===== config.mk =====
export PLATFORM = sky130hd
export DESIGN_NAME = first_fit_page_allocator_flat
export DESIGN_NICKNAME = d
export VERILOG_FILES = /design/src/rtl/ffpa_pkg.sv /design/src/rtl/ffpa_req_if.sv /design/src/rtl/ffpa_rsp_if.sv /design/src/rtl/first_fit_page_allocator.sv /design/src/rtl/ffpa_ram.sv /design/src/rtl/ffpa_addr_unit.sv /design/src/flat_wrapper.sv
export SDC_FILE = /design/constraint.sdc
export NUM_CORES = 2
export LEC_CHECK = 0
export ABC_AREA = 1
export BUFFER_PORTS_ARGS = -buffer_cell sky130_fd_sc_hd__buf_4
export CORE_UTILIZATION = 30
export CTS_BUF_LIST = sky130_fd_sc_hd__clkbuf_8
export DETAILED_ROUTE_END_ITERATION = 8
export MAX_ROUTING_LAYER = met4
export PLACE_DENSITY_LB_ADDON = 0.15
export SYNTH_ARGS = -nofsm -noshare
export SYNTH_HDL_FRONTEND = slang
export SYNTH_HIERARCHICAL = 1
export SYNTH_SLANG_ARGS = --single-unit

===== constraint.sdc =====
create_clock -name clk -period 12.99 [get_ports clk]
set_input_delay 1.299 -clock clk [delete_from_list [all_inputs] [get_ports clk]]
set_output_delay 1.299 -clock clk [all_outputs]
set_load 0.02 [all_outputs]

===== src/rtl/ffpa_pkg.sv =====
// ----------------------------------------------------------------------------
// ffpa_pkg
// Shared widths, register indexes and status codes of the first-fit
// page allocator.
// ----------------------------------------------------------------------------
package ffpa_pkg;

    localparam int PAGES_DEFAULT = 1024;
    localparam int SLOTS_DEFAULT = 64;

    // 4 KiB pages
    localparam int PAGE_SHIFT = 12;

    localparam int ADDR_W        = 32;
    localparam int ALLOC_SIZE_W  = 31;
    localparam int BASE_PAGE_W   = ADDR_W - PAGE_SHIFT;
    localparam int USABLE_W      = 11;
    localparam int STATUS_W      = 2;
    localparam int NEED_W        = ALLOC_SIZE_W - PAGE_SHIFT + 1;

    localparam logic [USABLE_W-1:0] USABLE_RESET = USABLE_W'(1024);

    // configuration port
    localparam int CFG_IDX_W  = 1;
    localparam int CFG_DATA_W = BASE_PAGE_W;

    localparam logic [CFG_IDX_W-1:0] CFG_BASE_PAGE    = 1'd0;
    localparam logic [CFG_IDX_W-1:0] CFG_USABLE_PAGES = 1'd1;

    // request codes
    localparam logic FUNC_ALLOC   = 1'b0;
    localparam logic FUNC_RELEASE = 1'b1;

    // response status codes
    localparam logic [STATUS_W-1:0] STAT_OK           = 2'd0;
    localparam logic [STATUS_W-1:0] STAT_NO_SLOT      = 2'd1;
    localparam logic [STATUS_W-1:0] STAT_OUT_OF_PAGES = 2'd2;
    localparam logic [STATUS_W-1:0] STAT_NOT_FOUND    = 2'd3;

endpackage


===== src/rtl/ffpa_req_if.sv =====
// ----------------------------------------------------------------------------
// ffpa_req_if
// Request channel of the page allocator: valid/ready plus request payload.
// ----------------------------------------------------------------------------
interface ffpa_req_if;
    import ffpa_pkg::*;

    logic                    valid;
    logic                    ready;
    logic                    func;
    logic [ALLOC_SIZE_W-1:0] alloc_size;
    logic [ADDR_W-1:0]       release_address;

    modport source (
        output valid,
        output func,
        output alloc_size,
        output release_address,
        input  ready
    );

    modport sink (
        input  valid,
        input  func,
        input  alloc_size,
        input  release_address,
        output ready
    );

endinterface


===== src/rtl/ffpa_rsp_if.sv =====
// ----------------------------------------------------------------------------
// ffpa_rsp_if
// Response channel of the page allocator: valid/ready plus result payload.
// ----------------------------------------------------------------------------
interface ffpa_rsp_if;
    import ffpa_pkg::*;

    logic                valid;
    logic                ready;
    logic [ADDR_W-1:0]   result_address;
    logic [STATUS_W-1:0] status;

    modport source (
        output valid,
        output result_address,
        output status,
        input  ready
    );

    modport sink (
        input  valid,
        input  result_address,
        input  status,
        output ready
    );

endinterface


===== src/rtl/first_fit_page_allocator.sv =====
// ----------------------------------------------------------------------------
// first_fit_page_allocator
// First-fit contiguous page allocator with a slot table and a free-page map.
// ----------------------------------------------------------------------------
// After reset the block runs a clearing pass that marks every page free and
// every slot empty; requests are held off until it is done. Each request then
// reads one table entry per cycle through single-port-read RAMs. An allocate
// scans the slot table up to the first empty slot, computes the page count,
// scans the page map first-fit over the usable pages, then marks each
// allocated page used. A release scans the slot table for the matching
// address and marks each freed page free. The response is then presented and
// holds until taken. Configuration is written through cfg_we / cfg_index /
// cfg_wdata; the user must write it only while no request is active, as the
// block itself does not enforce this.
// ----------------------------------------------------------------------------
module first_fit_page_allocator #(
    parameter int PAGES = ffpa_pkg::PAGES_DEFAULT,
    parameter int SLOTS = ffpa_pkg::SLOTS_DEFAULT
) (
    input  logic                            clk,
    input  logic                            rst_n,
    input  logic                            cfg_we,
    input  logic [ffpa_pkg::CFG_IDX_W-1:0]  cfg_index,
    input  logic [ffpa_pkg::CFG_DATA_W-1:0] cfg_wdata,
    ffpa_req_if.sink                        req,
    ffpa_rsp_if.source                      rsp
);
    import ffpa_pkg::*;

    localparam int PAGE_AW = (PAGES > 1) ? $clog2(PAGES) : 1;
    localparam int SLOT_AW = (SLOTS > 1) ? $clog2(SLOTS) : 1;
    localparam int LIM_W   = $clog2(PAGES + 1);
    localparam int SCAN_W  = (PAGE_AW > SLOT_AW) ? PAGE_AW : SLOT_AW;
    localparam int CLR_N   = (PAGES > SLOTS) ? PAGES : SLOTS;
    localparam int CLR_AW  = (CLR_N > 1) ? $clog2(CLR_N) : 1;
    localparam int SLOT_W  = 1 + 2 * PAGE_AW;

    localparam logic [3:0] S_CLEAR = 4'd0;
    localparam logic [3:0] S_IDLE  = 4'd1;
    localparam logic [3:0] S_SLOT  = 4'd2;
    localparam logic [3:0] S_SIZE  = 4'd3;
    localparam logic [3:0] S_PAGE  = 4'd4;
    localparam logic [3:0] S_REL   = 4'd5;
    localparam logic [3:0] S_MARK  = 4'd6;
    localparam logic [3:0] S_RESP  = 4'd7;

    // control state
    logic [3:0]        state_reg, state_next;
    logic [CLR_AW-1:0] clr_cnt_reg, clr_cnt_next;
    logic [SCAN_W-1:0] cnt_reg, cnt_next;
    logic              pend_reg, pend_next;
    logic [SCAN_W-1:0] pidx_reg, pidx_next;

    // configuration
    logic [BASE_PAGE_W-1:0] base_page_reg;
    logic [USABLE_W-1:0]    usable_pages_reg;

    // request and working payload
    logic                    func_reg, func_next;
    logic [ALLOC_SIZE_W-1:0] size_reg, size_next;
    logic [ADDR_W-1:0]       rel_addr_reg, rel_addr_next;
    logic [LIM_W-1:0]        run_reg, run_next;
    logic [NEED_W-1:0]       need_reg, need_next;
    logic [SLOT_AW-1:0]      slot_reg, slot_next;
    logic [PAGE_AW-1:0]      start_reg, start_next;
    logic [PAGE_AW-1:0]      end_reg, end_next;
    logic [PAGE_AW-1:0]      mark_cnt_reg, mark_cnt_next;
    logic                    mark_val_reg, mark_val_next;
    logic [ADDR_W-1:0]       rsp_addr_reg, rsp_addr_next;
    logic [STATUS_W-1:0]     rsp_status_reg, rsp_status_next;

    // memories
    logic               page_we;
    logic [PAGE_AW-1:0] page_waddr;
    logic               page_wdata;
    logic [PAGE_AW-1:0] page_raddr;
    logic               page_rdata;
    logic               slot_we;
    logic [SLOT_AW-1:0] slot_waddr;
    logic [SLOT_W-1:0]  slot_wdata;
    logic [SLOT_AW-1:0] slot_raddr;
    logic [SLOT_W-1:0]  slot_rdata;

    logic               slot_valid;
    logic [PAGE_AW-1:0] slot_start;
    logic [PAGE_AW-1:0] slot_end;

    logic [PAGE_AW-1:0] unit_start;
    logic [ADDR_W-1:0]  unit_addr;
    logic               unit_match;

    logic [31:0]        usable_ext;
    logic [LIM_W-1:0]   limit;
    logic [NEED_W-1:0]  need_calc;
    logic               slot_last_issue, slot_last;
    logic               page_last_issue, page_last;
    logic [PAGE_AW-1:0] run_start;

    ffpa_ram #(
        .WIDTH (1),
        .DEPTH (PAGES),
        .AW    (PAGE_AW)
    ) u_page_ram (
        .clk   (clk),
        .we    (page_we),
        .waddr (page_waddr),
        .wdata (page_wdata),
        .raddr (page_raddr),
        .rdata (page_rdata)
    );

    ffpa_ram #(
        .WIDTH (SLOT_W),
        .DEPTH (SLOTS),
        .AW    (SLOT_AW)
    ) u_slot_ram (
        .clk   (clk),
        .we    (slot_we),
        .waddr (slot_waddr),
        .wdata (slot_wdata),
        .raddr (slot_raddr),
        .rdata (slot_rdata)
    );

    ffpa_addr_unit #(
        .START_W (PAGE_AW)
    ) u_addr_unit (
        .base_page (base_page_reg),
        .start     (unit_start),
        .target    (rel_addr_reg),
        .addr      (unit_addr),
        .match     (unit_match)
    );

    assign slot_valid = slot_rdata[SLOT_W-1];
    assign slot_start = slot_rdata[2*PAGE_AW-1:PAGE_AW];
    assign slot_end   = slot_rdata[PAGE_AW-1:0];

    assign unit_start = (state_reg == S_MARK) ? start_reg : slot_start;

    // scan limit: usable pages, capped at the map size
    assign usable_ext = 32'(usable_pages_reg);
    assign limit      = (usable_ext > 32'(PAGES)) ? LIM_W'(PAGES) : LIM_W'(usable_ext);

    // bytes rounded up to whole pages
    assign need_calc = NEED_W'(size_reg[ALLOC_SIZE_W-1:PAGE_SHIFT])
                     + NEED_W'(|size_reg[PAGE_SHIFT-1:0]);

    assign slot_last_issue = (32'(cnt_reg[SLOT_AW-1:0]) == 32'(SLOTS - 1));
    assign slot_last       = (32'(pidx_reg[SLOT_AW-1:0]) == 32'(SLOTS - 1));
    assign page_last_issue = (32'(cnt_reg[PAGE_AW-1:0]) == 32'(limit) - 32'd1);
    assign page_last       = (32'(pidx_reg[PAGE_AW-1:0]) == 32'(limit) - 32'd1);
    assign run_start       = pidx_reg[PAGE_AW-1:0] - PAGE_AW'(run_reg);

    assign page_raddr = cnt_reg[PAGE_AW-1:0];
    assign slot_raddr = cnt_reg[SLOT_AW-1:0];

    assign req.ready          = (state_reg == S_IDLE);
    assign rsp.valid          = (state_reg == S_RESP);
    assign rsp.result_address = rsp_addr_reg;
    assign rsp.status         = rsp_status_reg;

    always_comb
    begin
        state_next      = state_reg;
        clr_cnt_next    = clr_cnt_reg;
        cnt_next        = cnt_reg;
        pend_next       = 1'b0;
        pidx_next       = cnt_reg;
        func_next       = func_reg;
        size_next       = size_reg;
        rel_addr_next   = rel_addr_reg;
        run_next        = run_reg;
        need_next       = need_reg;
        slot_next       = slot_reg;
        start_next      = start_reg;
        end_next        = end_reg;
        mark_cnt_next   = mark_cnt_reg;
        mark_val_next   = mark_val_reg;
        rsp_addr_next   = rsp_addr_reg;
        rsp_status_next = rsp_status_reg;

        page_we    = 1'b0;
        page_waddr = mark_cnt_reg;
        page_wdata = mark_val_reg;
        slot_we    = 1'b0;
        slot_waddr = slot_reg;
        slot_wdata = '0;

        unique case (state_reg)
            S_CLEAR:
            begin
                page_we      = (32'(clr_cnt_reg) < 32'(PAGES));
                page_waddr   = clr_cnt_reg[PAGE_AW-1:0];
                page_wdata   = 1'b1;
                slot_we      = (32'(clr_cnt_reg) < 32'(SLOTS));
                slot_waddr   = clr_cnt_reg[SLOT_AW-1:0];
                slot_wdata   = '0;
                clr_cnt_next = clr_cnt_reg + CLR_AW'(1);
                if (32'(clr_cnt_reg) == 32'(CLR_N - 1))
                begin
                    state_next = S_IDLE;
                end
            end

            S_IDLE:
            begin
                if (req.valid)
                begin
                    func_next     = req.func;
                    size_next     = req.alloc_size;
                    rel_addr_next = req.release_address;
                    cnt_next      = '0;
                    state_next    = (req.func == FUNC_RELEASE) ? S_REL : S_SLOT;
                end
            end

            S_SLOT:
            begin
                // one slot read issued per cycle, its data checked in the next cycle
                pend_next = 1'b1;
                cnt_next  = slot_last_issue ? cnt_reg : cnt_reg + SCAN_W'(1);
                if (pend_reg)
                begin
                    if (!slot_valid)
                    begin
                        slot_next  = pidx_reg[SLOT_AW-1:0];
                        state_next = S_SIZE;
                    end
                    else if (slot_last)
                    begin
                        rsp_addr_next   = '0;
                        rsp_status_next = STAT_NO_SLOT;
                        state_next      = S_RESP;
                    end
                end
            end

            S_SIZE:
            begin
                need_next = need_calc;
                cnt_next  = '0;
                run_next  = '0;
                if (need_calc == '0 || 32'(need_calc) > 32'(limit))
                begin
                    rsp_addr_next   = '0;
                    rsp_status_next = STAT_OUT_OF_PAGES;
                    state_next      = S_RESP;
                end
                else
                begin
                    state_next = S_PAGE;
                end
            end

            S_PAGE:
            begin
                pend_next = 1'b1;
                cnt_next  = page_last_issue ? cnt_reg : cnt_reg + SCAN_W'(1);
                if (pend_reg)
                begin
                    if (page_rdata && (32'(run_reg) + 32'd1 == 32'(need_reg)))
                    begin
                        start_next    = run_start;
                        end_next      = pidx_reg[PAGE_AW-1:0];
                        mark_cnt_next = run_start;
                        mark_val_next = 1'b0;
                        slot_we       = 1'b1;
                        slot_waddr    = slot_reg;
                        slot_wdata    = {1'b1, run_start, pidx_reg[PAGE_AW-1:0]};
                        state_next    = S_MARK;
                    end
                    else
                    begin
                        run_next = page_rdata ? run_reg + LIM_W'(1) : '0;
                        if (page_last)
                        begin
                            rsp_addr_next   = '0;
                            rsp_status_next = STAT_OUT_OF_PAGES;
                            state_next      = S_RESP;
                        end
                    end
                end
            end

            S_REL:
            begin
                pend_next = 1'b1;
                cnt_next  = slot_last_issue ? cnt_reg : cnt_reg + SCAN_W'(1);
                if (pend_reg)
                begin
                    if (slot_valid && unit_match)
                    begin
                        slot_we       = 1'b1;
                        slot_waddr    = pidx_reg[SLOT_AW-1:0];
                        slot_wdata    = '0;
                        mark_cnt_next = slot_start;
                        end_next      = slot_end;
                        mark_val_next = 1'b1;
                        state_next    = S_MARK;
                    end
                    else if (slot_last)
                    begin
                        rsp_addr_next   = '0;
                        rsp_status_next = STAT_NOT_FOUND;
                        state_next      = S_RESP;
                    end
                end
            end

            S_MARK:
            begin
                page_we       = 1'b1;
                page_waddr    = mark_cnt_reg;
                page_wdata    = mark_val_reg;
                mark_cnt_next = mark_cnt_reg + PAGE_AW'(1);
                if (mark_cnt_reg == end_reg)
                begin
                    rsp_addr_next   = (func_reg == FUNC_RELEASE) ? '0 : unit_addr;
                    rsp_status_next = STAT_OK;
                    state_next      = S_RESP;
                end
            end

            S_RESP:
            begin
                if (rsp.ready)
                begin
                    state_next = S_IDLE;
                end
            end

            default:
            begin
                state_next = S_IDLE;
            end
        endcase
    end

    always_ff @(posedge clk or negedge rst_n)
    begin
        if (!rst_n)
        begin
            state_reg   <= S_CLEAR;
            clr_cnt_reg <= '0;
            cnt_reg     <= '0;
            pend_reg    <= 1'b0;
        end
        else
        begin
            state_reg   <= state_next;
            clr_cnt_reg <= clr_cnt_next;
            cnt_reg     <= cnt_next;
            pend_reg    <= pend_next;
        end
    end

    always_ff @(posedge clk or negedge rst_n)
    begin
        if (!rst_n)
        begin
            base_page_reg    <= '0;
            usable_pages_reg <= USABLE_RESET;
        end
        else if (cfg_we)
        begin
            unique case (cfg_index)
                CFG_BASE_PAGE:    base_page_reg    <= cfg_wdata[BASE_PAGE_W-1:0];
                CFG_USABLE_PAGES: usable_pages_reg <= cfg_wdata[USABLE_W-1:0];
            endcase
        end
    end

    always_ff @(posedge clk)
    begin
        pidx_reg       <= pidx_next;
        func_reg       <= func_next;
        size_reg       <= size_next;
        rel_addr_reg   <= rel_addr_next;
        run_reg        <= run_next;
        need_reg       <= need_next;
        slot_reg       <= slot_next;
        start_reg      <= start_next;
        end_reg        <= end_next;
        mark_cnt_reg   <= mark_cnt_next;
        mark_val_reg   <= mark_val_next;
        rsp_addr_reg   <= rsp_addr_next;
        rsp_status_reg <= rsp_status_next;
    end

    // a request is never taken while a response is pending
    assert property (@(posedge clk) disable iff (!rst_n)
        !(req.ready && rsp.valid))
        else $error("request accepted while response pending");

    // only a successful allocate carries an address
    assert property (@(posedge clk) disable iff (!rst_n)
        rsp.valid && rsp.status != STAT_OK |-> rsp.result_address == '0)
        else $error("failed request returned a nonzero address");

    // the page walk never runs past the end of its run
    assert property (@(posedge clk) disable iff (!rst_n)
        state_reg == S_MARK |-> mark_cnt_reg <= end_reg)
        else $error("page marking ran past the end page");

    // an accepted request is never answered in the very next cycle
    assert property (@(posedge clk) disable iff (!rst_n)
        req.valid && req.ready |=> !rsp.valid)
        else $error("response raised without any table scan");

endmodule


===== src/rtl/ffpa_ram.sv =====
// ----------------------------------------------------------------------------
// ffpa_ram
// Generic simple dual-port RAM: one write port, one read port, registered
// read data.
// ----------------------------------------------------------------------------
module ffpa_ram #(
    parameter int WIDTH = 8,
    parameter int DEPTH = 16,
    parameter int AW    = (DEPTH > 1) ? $clog2(DEPTH) : 1
) (
    input  logic             clk,
    input  logic             we,
    input  logic [AW-1:0]    waddr,
    input  logic [WIDTH-1:0] wdata,
    input  logic [AW-1:0]    raddr,
    output logic [WIDTH-1:0] rdata
);

    logic [WIDTH-1:0] mem [DEPTH];

    always_ff @(posedge clk)
    begin
        if (we)
        begin
            mem[waddr] <= wdata;
        end
        rdata <= mem[raddr];
    end

endmodule


===== src/rtl/ffpa_addr_unit.sv =====
// ----------------------------------------------------------------------------
// ffpa_addr_unit
// Shared address unit: turns a start page into a physical address under the
// current base page and compares it against a target address.
// ----------------------------------------------------------------------------
module ffpa_addr_unit #(
    parameter int START_W = 10
) (
    input  logic [ffpa_pkg::BASE_PAGE_W-1:0] base_page,
    input  logic [START_W-1:0]               start,
    input  logic [ffpa_pkg::ADDR_W-1:0]      target,
    output logic [ffpa_pkg::ADDR_W-1:0]      addr,
    output logic                             match
);
    import ffpa_pkg::*;

    logic [BASE_PAGE_W-1:0] page_num;

    // the sum wraps in the page field, which gives the address modulo 2^32
    assign page_num = base_page + BASE_PAGE_W'(start);
    assign addr     = {page_num, {PAGE_SHIFT{1'b0}}};
    assign match    = (addr == target);

endmodule

===== src/flat_wrapper.sv =====
// flat-port wrapper written by rule: the top's interface ports become plain ports
module first_fit_page_allocator_flat import ffpa_pkg::*;
#(
    parameter int PAGES = ffpa_pkg::PAGES_DEFAULT,
    parameter int SLOTS = ffpa_pkg::SLOTS_DEFAULT
)
  (clk, rst_n, cfg_we, cfg_index, cfg_wdata, req_valid, req_func, req_alloc_size, req_release_address, req_ready, rsp_valid, rsp_result_address, rsp_status, rsp_ready);
  ffpa_req_if req_i ();
  ffpa_rsp_if rsp_i ();
  input  logic clk;
  input  logic rst_n;
  input  logic cfg_we;
  input  logic [ffpa_pkg::CFG_IDX_W-1:0] cfg_index;
  input  logic [ffpa_pkg::CFG_DATA_W-1:0] cfg_wdata;
  input wire logic [$bits(req_i.valid)-1:0] req_valid;
  input wire logic [$bits(req_i.func)-1:0] req_func;
  input wire logic [$bits(req_i.alloc_size)-1:0] req_alloc_size;
  input wire logic [$bits(req_i.release_address)-1:0] req_release_address;
  output wire logic [$bits(req_i.ready)-1:0] req_ready;
  output wire logic [$bits(rsp_i.valid)-1:0] rsp_valid;
  output wire logic [$bits(rsp_i.result_address)-1:0] rsp_result_address;
  output wire logic [$bits(rsp_i.status)-1:0] rsp_status;
  input wire logic [$bits(rsp_i.ready)-1:0] rsp_ready;
  assign req_i.valid = req_valid;
  assign req_i.func = req_func;
  assign req_i.alloc_size = req_alloc_size;
  assign req_i.release_address = req_release_address;
  assign req_ready = req_i.ready;
  assign rsp_valid = rsp_i.valid;
  assign rsp_result_address = rsp_i.result_address;
  assign rsp_status = rsp_i.status;
  assign rsp_i.ready = rsp_ready;
  first_fit_page_allocator #(.PAGES(PAGES), .SLOTS(SLOTS)) u_core (.clk(clk), .rst_n(rst_n), .cfg_we(cfg_we), .cfg_index(cfg_index), .cfg_wdata(cfg_wdata), .req(req_i), .rsp(rsp_i));
endmodule

# Word level (Yosys, flattened, before mapping)
# Memories as Yosys holds them, arrays and structs flattened. A register that Yosys moved wholly into a read port is not among the register bits.
# Index checks and enable logic that the tools add are counted.
# totals
ff_bits	232
in_bits	90
elab_cells	178
n_memories	2
ramBits	2368
# memory_table
name	words	word_bits	read_ports	rd_ports_with_merged_regs	wr	line_no	rtl
u_core.u_slot_ram.mem	64	21	1	1	1	ffpa_ram.sv:19	logic [WIDTH-1:0] mem [DEPTH];
u_core.u_page_ram.mem	1024	1	1	1	1	ffpa_ram.sv:19	
# op_classes
muxes	83
bitwise	2
n_reduce_logical	26
order_cmp	3
n_addsub	9
n_eq_ne	34
# op_table
cell	n
two-way mux 32 bit	11
case mux 32 bit (5 select lines)	1
two-way mux 10 bit	13
== test 10 x 32 -> 1 bit	2
two-way mux 21 bit	3
two-way mux 4 bit	12
two-way mux 11 bit	4
case mux 10 bit (4 select lines)	1
== test 32 x 20 -> 1 bit	1
== test 32 bit	1
case mux 4 bit (8 select lines)	1
adder 10 x 1 -> 10 bit (second input constant)	3
case mux 10 bit (3 select lines)	1
two-way mux 2 bit	12
inequality test 2 x 1 -> 1 bit (second input constant)	11
case mux 11 bit (2 select lines)	1
adder 19 x 1 -> 20 bit	1
adder 20 x 10 -> 20 bit	1
> comparator 20 x 11 -> 1 bit	1
logical NOT 20 bit	1
case mux 10 bit (2 select lines)	1
== test 4 x 3 -> 1 bit (second input constant)	4
two-way mux 1 bit	15
inequality test 2 bit (second input constant)	7
other kinds (36)	48

# Depth between registers and ports, before layout
# depth
word_depth	10
depth_mapped	34
mapped_depth_nobuf	31

# Cells and area by module
# The synthesis kept the hierarchy.
# by_module_without_submodules
mod	instances	cells_each	area_per_inst_um2
ffpa_ram (u_core.u_slot_ram)	1	4587	54762.5
ffpa_ram (u_core.u_page_ram)	1	4679	46392.0
first_fit_page_allocator	1	1302	11783.8
ffpa_addr_unit	1	338	1642.8

# Worst setup path after synthesis
# No wires, ideal clock.
# synth_timing
kind	reg-to-reg
from	register u_core.state_reg[0]
to	memory u_core.u_page_ram.mem[0], data pin
period_less_slack_ps	9612
slack_ps	3378
path_buffers	1
required_ps	11372
arrival_time_ps	7994
stages_incl_launch_ff	6
path_cell_list	dfrtp_1 > nor2_1 > inv_1 > nor2_1 > clkbuf_1 > or2_2
# synth_via
elab_chain_cells	2
# synth_rtl
element	line_no	rtl
start, declared	first_fit_page_allocator.sv:48	logic [3:0] state_reg, state_next;
start signal, assigned	first_fit_page_allocator.sv:351	state_reg <= state_next;
logical NOT 4 bit	first_fit_page_allocator.sv:190	unique case (state_reg)
two-way mux 1 bit	first_fit_page_allocator.sv:190	
via u_core.page_wdata	first_fit_page_allocator.sv:75	logic page_wdata;
end, declared	ffpa_ram.sv:19	
# The timed path passes the listed nets, and every way through them passes these cells.

# Worst setup path after layout
# layout_timing
from	register u_core.state_reg[2]
to	memory u_core/u_slot_ram/mem[62][11] (netlist bit) (enable)
# layout_via
elab_cells_between_ends	16
# layout_rtl
element	line_no	rtl
== test 4 x 3 -> 1 bit	first_fit_page_allocator.sv:139	assign unit_start = (state_reg == S_MARK) ? start_reg : slot_start;
two-way mux 10 bit	first_fit_page_allocator.sv:139	
via u_core.unit_start[0]	first_fit_page_allocator.sv:88	logic [PAGE_AW-1:0] unit_start;
adder 20 x 10 -> 20 bit	ffpa_addr_unit.sv:20	assign page_num = base_page + BASE_PAGE_W'(start);
== test 32 bit	ffpa_addr_unit.sv:22	assign match = (addr == target);
via u_core.unit_match	first_fit_page_allocator.sv:90	logic unit_match;
logical AND 1 bit	first_fit_page_allocator.sv:292	if (slot_valid && unit_match)
two-way mux 6 bit	first_fit_page_allocator.sv:292	
two-way mux 6 bit	first_fit_page_allocator.sv:290	if (pend_reg)
case mux 6 bit (2 select lines)	first_fit_page_allocator.sv:190	
via u_core.slot_waddr[0]	first_fit_page_allocator.sv:79	logic [SLOT_AW-1:0] slot_waddr;
end, declared	ffpa_ram.sv:19	
# The timed path passes the listed nets, and every way through them passes these cells.

==> metrics list <==
- Counting flops per register, the top entry is u_core/u_slot_ram/mem.
- Setup Buffers After CTS: 0
- Highest Clock Rate: 125 MHz
- The worst setup path is captured at a flop.
* # resized after CTS: 0
* Max FFs per register: 1,344
- Before CTS, the worst setup slack after placement is 4900 ps.
* Number of hold violations in the final report: 0
- TritonCTS built the clock tree.
* Post-route DRC: 0
* Die extent in x: 620 um
- STA classifies the critical path startpoint as a flop.
- Crit path buf inv count: 7
* Layout net count: 11,100
- The tightest min-delay check is of the in -> async type.
- Worst Path Arrival: 8650 ps
- Class of the most critical setup path: reg -> reg
- In this run, CTS created clock tree buffers numbering 451.
* Max-slew violation count: 0
* Top cell type by total area after synthesis: edfxtp_1
- Leading cell types in the layout, fill and taps excluded: nand2_1 (3,245), edfxtp_1 (2,534), nand3_1 (2,304), nor2_1 (1,213), clkbuf_8 (465)
* Total instance count after detailed placement: 15,500
- Relative contribution of the clock network to total power: 34.1%
- Core region area: 0.379 mm2
- Yosys attributes the largest share of cell area to edfxtp_1 (66%), nand2_1 (11%), nand3_1 (10%), nor2_1 (4.2%), buf_2 (1.2%).
* Worst Setup Slack, final: 5000 ps
- CTS saw 2,622 sinks.
* Fraction of power consumed by combinational cells: 19.0%
- The analysis attributes to cell leakage a power of 46.5 nW.
- Crit-path slowest cell: nand4_1
- Setup repair after global routing missed its margin: false
- Setup violations remaining at the end of the flow were counted as 0.
- During I/O placement, the number of pins put on the boundary was 126.
- Wires add up to 383,000 um.
- Vertical die dimension: 620 um
- Across the run, the number of max-cap violations was 0.
- The first TritonRoute pass finished after 6 iterations.
- Cell class contributing the biggest share of worst-path delay: simple AND/OR/NAND/NOR gates
* Placer Congestion: 0.860
- CTS built an H-tree with a depth of 5.
- Number of placement rows: 226
- For this run, the number of standard cells in the final layout without fillers is 16,300.
- Count of cell types in the netlist: 60
- The worst path uses 61.5% of the clock period.
* Overflow left after global routing: 0
* Gate count after technology mapping: 10,900
- In this run, flip-flops and latches consume 46.8% of the power.
* Cell mode on critical path: nand2_1
* Netlist area before placement: 0.115 mm2
- GRT Util Overall: 20.0%
- The detail route stage leaves a number of antenna-violating nets equal to 0.
- Max rail drop VDD: 148 uV
* Commonest non-fill, non-tap cell in the layout: nand2_1
- Starting DRT DRC Count: 7,765
- Entering global routing, the biggest net connects 245 pins.
- Global-route wire length before repair: 552,000 um
- The most used flip-flop cell after synthesis is edfxtp_1.
- Vias in the first global route: 78,800
- Power spread over the standard cell area amounts to 161 mW/mm2.
* Number of buffers on the longest clock path: 4
- The post-route netlist has 9.19% of its cells at a drive strength greater than 1.
* Post-Route Setup TNS: 0 ps
- P_int: 0.0140 W
- Counting I/O delays and the setup requirement, the final critical path takes 7990 ps.
- In the routed layout, each cell is associated on average with a via count of 4.96.
- From synthesis to final layout, the design area changed by 11.8%.
- Clock-pin slew was measured on the worst setup and hold paths at 60 ps.
* Initial Utilization: 30.2%
- Result of the run: complete, no violations
- In the synthesized netlist the async set-or-reset flop fraction comes to 2.14%.
- Dividing the synthesized area by the synthesized cell count gives 10.5 um2.
- Number of port buffers: 125
- The tree is rooted in a clkbuf_8.
- Worst stage delay on the critical path: 920 ps
- Post-synthesis sequential element count: 2,622
- Data required time of the critical path: 13,640 ps
- The largest registers in the layout are u_core/u_slot_ram/mem (1344), u_core/u_page_ram/mem (1024).
- Share of the yosys chip area belonging to registers: 68.2%
* Cts hold-fix bufs: 0
* Clock insertion delay at the later pin of the skew report: 1110 ps
- Measured against its own limit, the worst slew margin works out to 12.4%.
- WL per Instance: 23.5 um
- Clock Skews: 72.9 ps
- Detailed-route via count: 80,900
* Switching share of power: 32.2%
- Antenna violations before repair: 18
- CP max FO: 21
- The die covers 0.384 mm2.
* Number of enable-type register cells in the synthesized netlist: 2,534
* DP Wirelength: 215,000 um
* Top cell type's share of synthesized area: 66.4%
- The Yosys step of the flow raised 6 warnings.
- Tightest Pin Transition: 1310 ps
- Net switching power: 0.00664 W
[power by group through the flow]
stage / clock (W) / combinational [W] / sequential [W]
after floorplan: 0 / 0.00277 / 0.00989
after global placement: 0 / 0.00392 / 0.00981
after detailed placement: 0 / 0.00392 / 0.00982
after CTS: 0.00725 / 0.00394 / 0.00964
after global routing: 0.00758 / 0.00430 / 0.00965
final: 0.00703 / 0.00391 / 0.00964
[stage by stage]
| stage | hold WS (ps) | utilization (%) | area [um2] | total power, W |
|---|---|---|---|---|
| 6_report | 300 | 33.8 | 128000 | 0.0206 |
| 5_1_grt | 283 | 33.8 | 128000 | 0.0215 |
| 4_1_cts | 213 | 33.8 | 128000 | 0.0208 |
| 3_5_place_dp | 480 | 31.6 | 120000 | 0.0137 |
| 3_3_place_gp | 478 | 31.6 | 120000 | 0.0137 |
| 2_1_floorplan | 403 | - | 115000 | 0.0127 |
[synthesized netlist by cell type, types with 22 or more instances]
master,number
buf_2,282
buf_6,64
edfxtp_1,2534
clkbuf_1,280
nor2_1,1281
nand4_1,41
nand3_1,2307
buf_4,52
xor2_1,30
inv_1,285
buf_1,63
nor3_1,43
dfxtp_1,32
ha_1,36
dfrtp_1,55
o21ai_0,59
xnor2_1,22
nand2_1,3268
[cells by family (layout without fill, tap and decap cells)]
kind of cell	Yosys count	in the layout	share of synthesized area [%]
muxes	9	9	0.0885
and+or+nand+nor	7028	7028	26.0
xor gates and xnor gates	53	53	0.417
adders and majority gates	38	38	0.428
buffers and inverters	1042	1403	4.34
AOI/OAI and AO/OA	112	112	0.573
DFF	2622	2622	68.2
other	2	23	0.00655
[layer usage]
metal	up-vias	global-route usage, %	share of wire (%)
li1	37400	-	-
met1	40500	26.2	44
met2	2340	32.6	48
met3	615	2.46	5.2
met4	0	5.55	2.8
met5	-	-	0
[path summary, 6_finish.rpt]
check	start	endpoint	slack (ps)	depth (start not counted)
hold reg to reg	u_core/base_page_reg[6]$_DFFE_PN0P_	u_core/base_page_reg[6]$_DFFE_PN0P_	500	2
min in group clk	req_release_address[14]	u_core/rel_addr_reg[14]$_DFFE_PP_	370	1
max in group asynchronous	rst_n	u_core/cnt_reg[2]$_DFFE_PN0P_	11950	1
hold / removal	rst_n	u_core/base_page_reg[15]$_DFFE_PN0P_	300	1
setup / recovery	u_core/state_reg[2]$_DFFE_PN0P_	u_core/u_slot_ram/mem[62][11]$_DFFE_PP_	5000	33
setup reg to reg	u_core/state_reg[2]$_DFFE_PN0P_	u_core/u_slot_ram/mem[62][11]$_DFFE_PP_	5000	33
[final cells by class]
type	instances	area, um2
Clock inverter	341	1760
Clock buffer	465	6400
Tap cell	5016	6280
Sequential cell	2622	78200
Antenna cell	10	25.0
Inverter	299	1190
Multi-Input combinational cell	7253	31900
Fill cell	38700	251000
Timing Repair Buffer	298	2360
(Power assumes the default switching activity.)
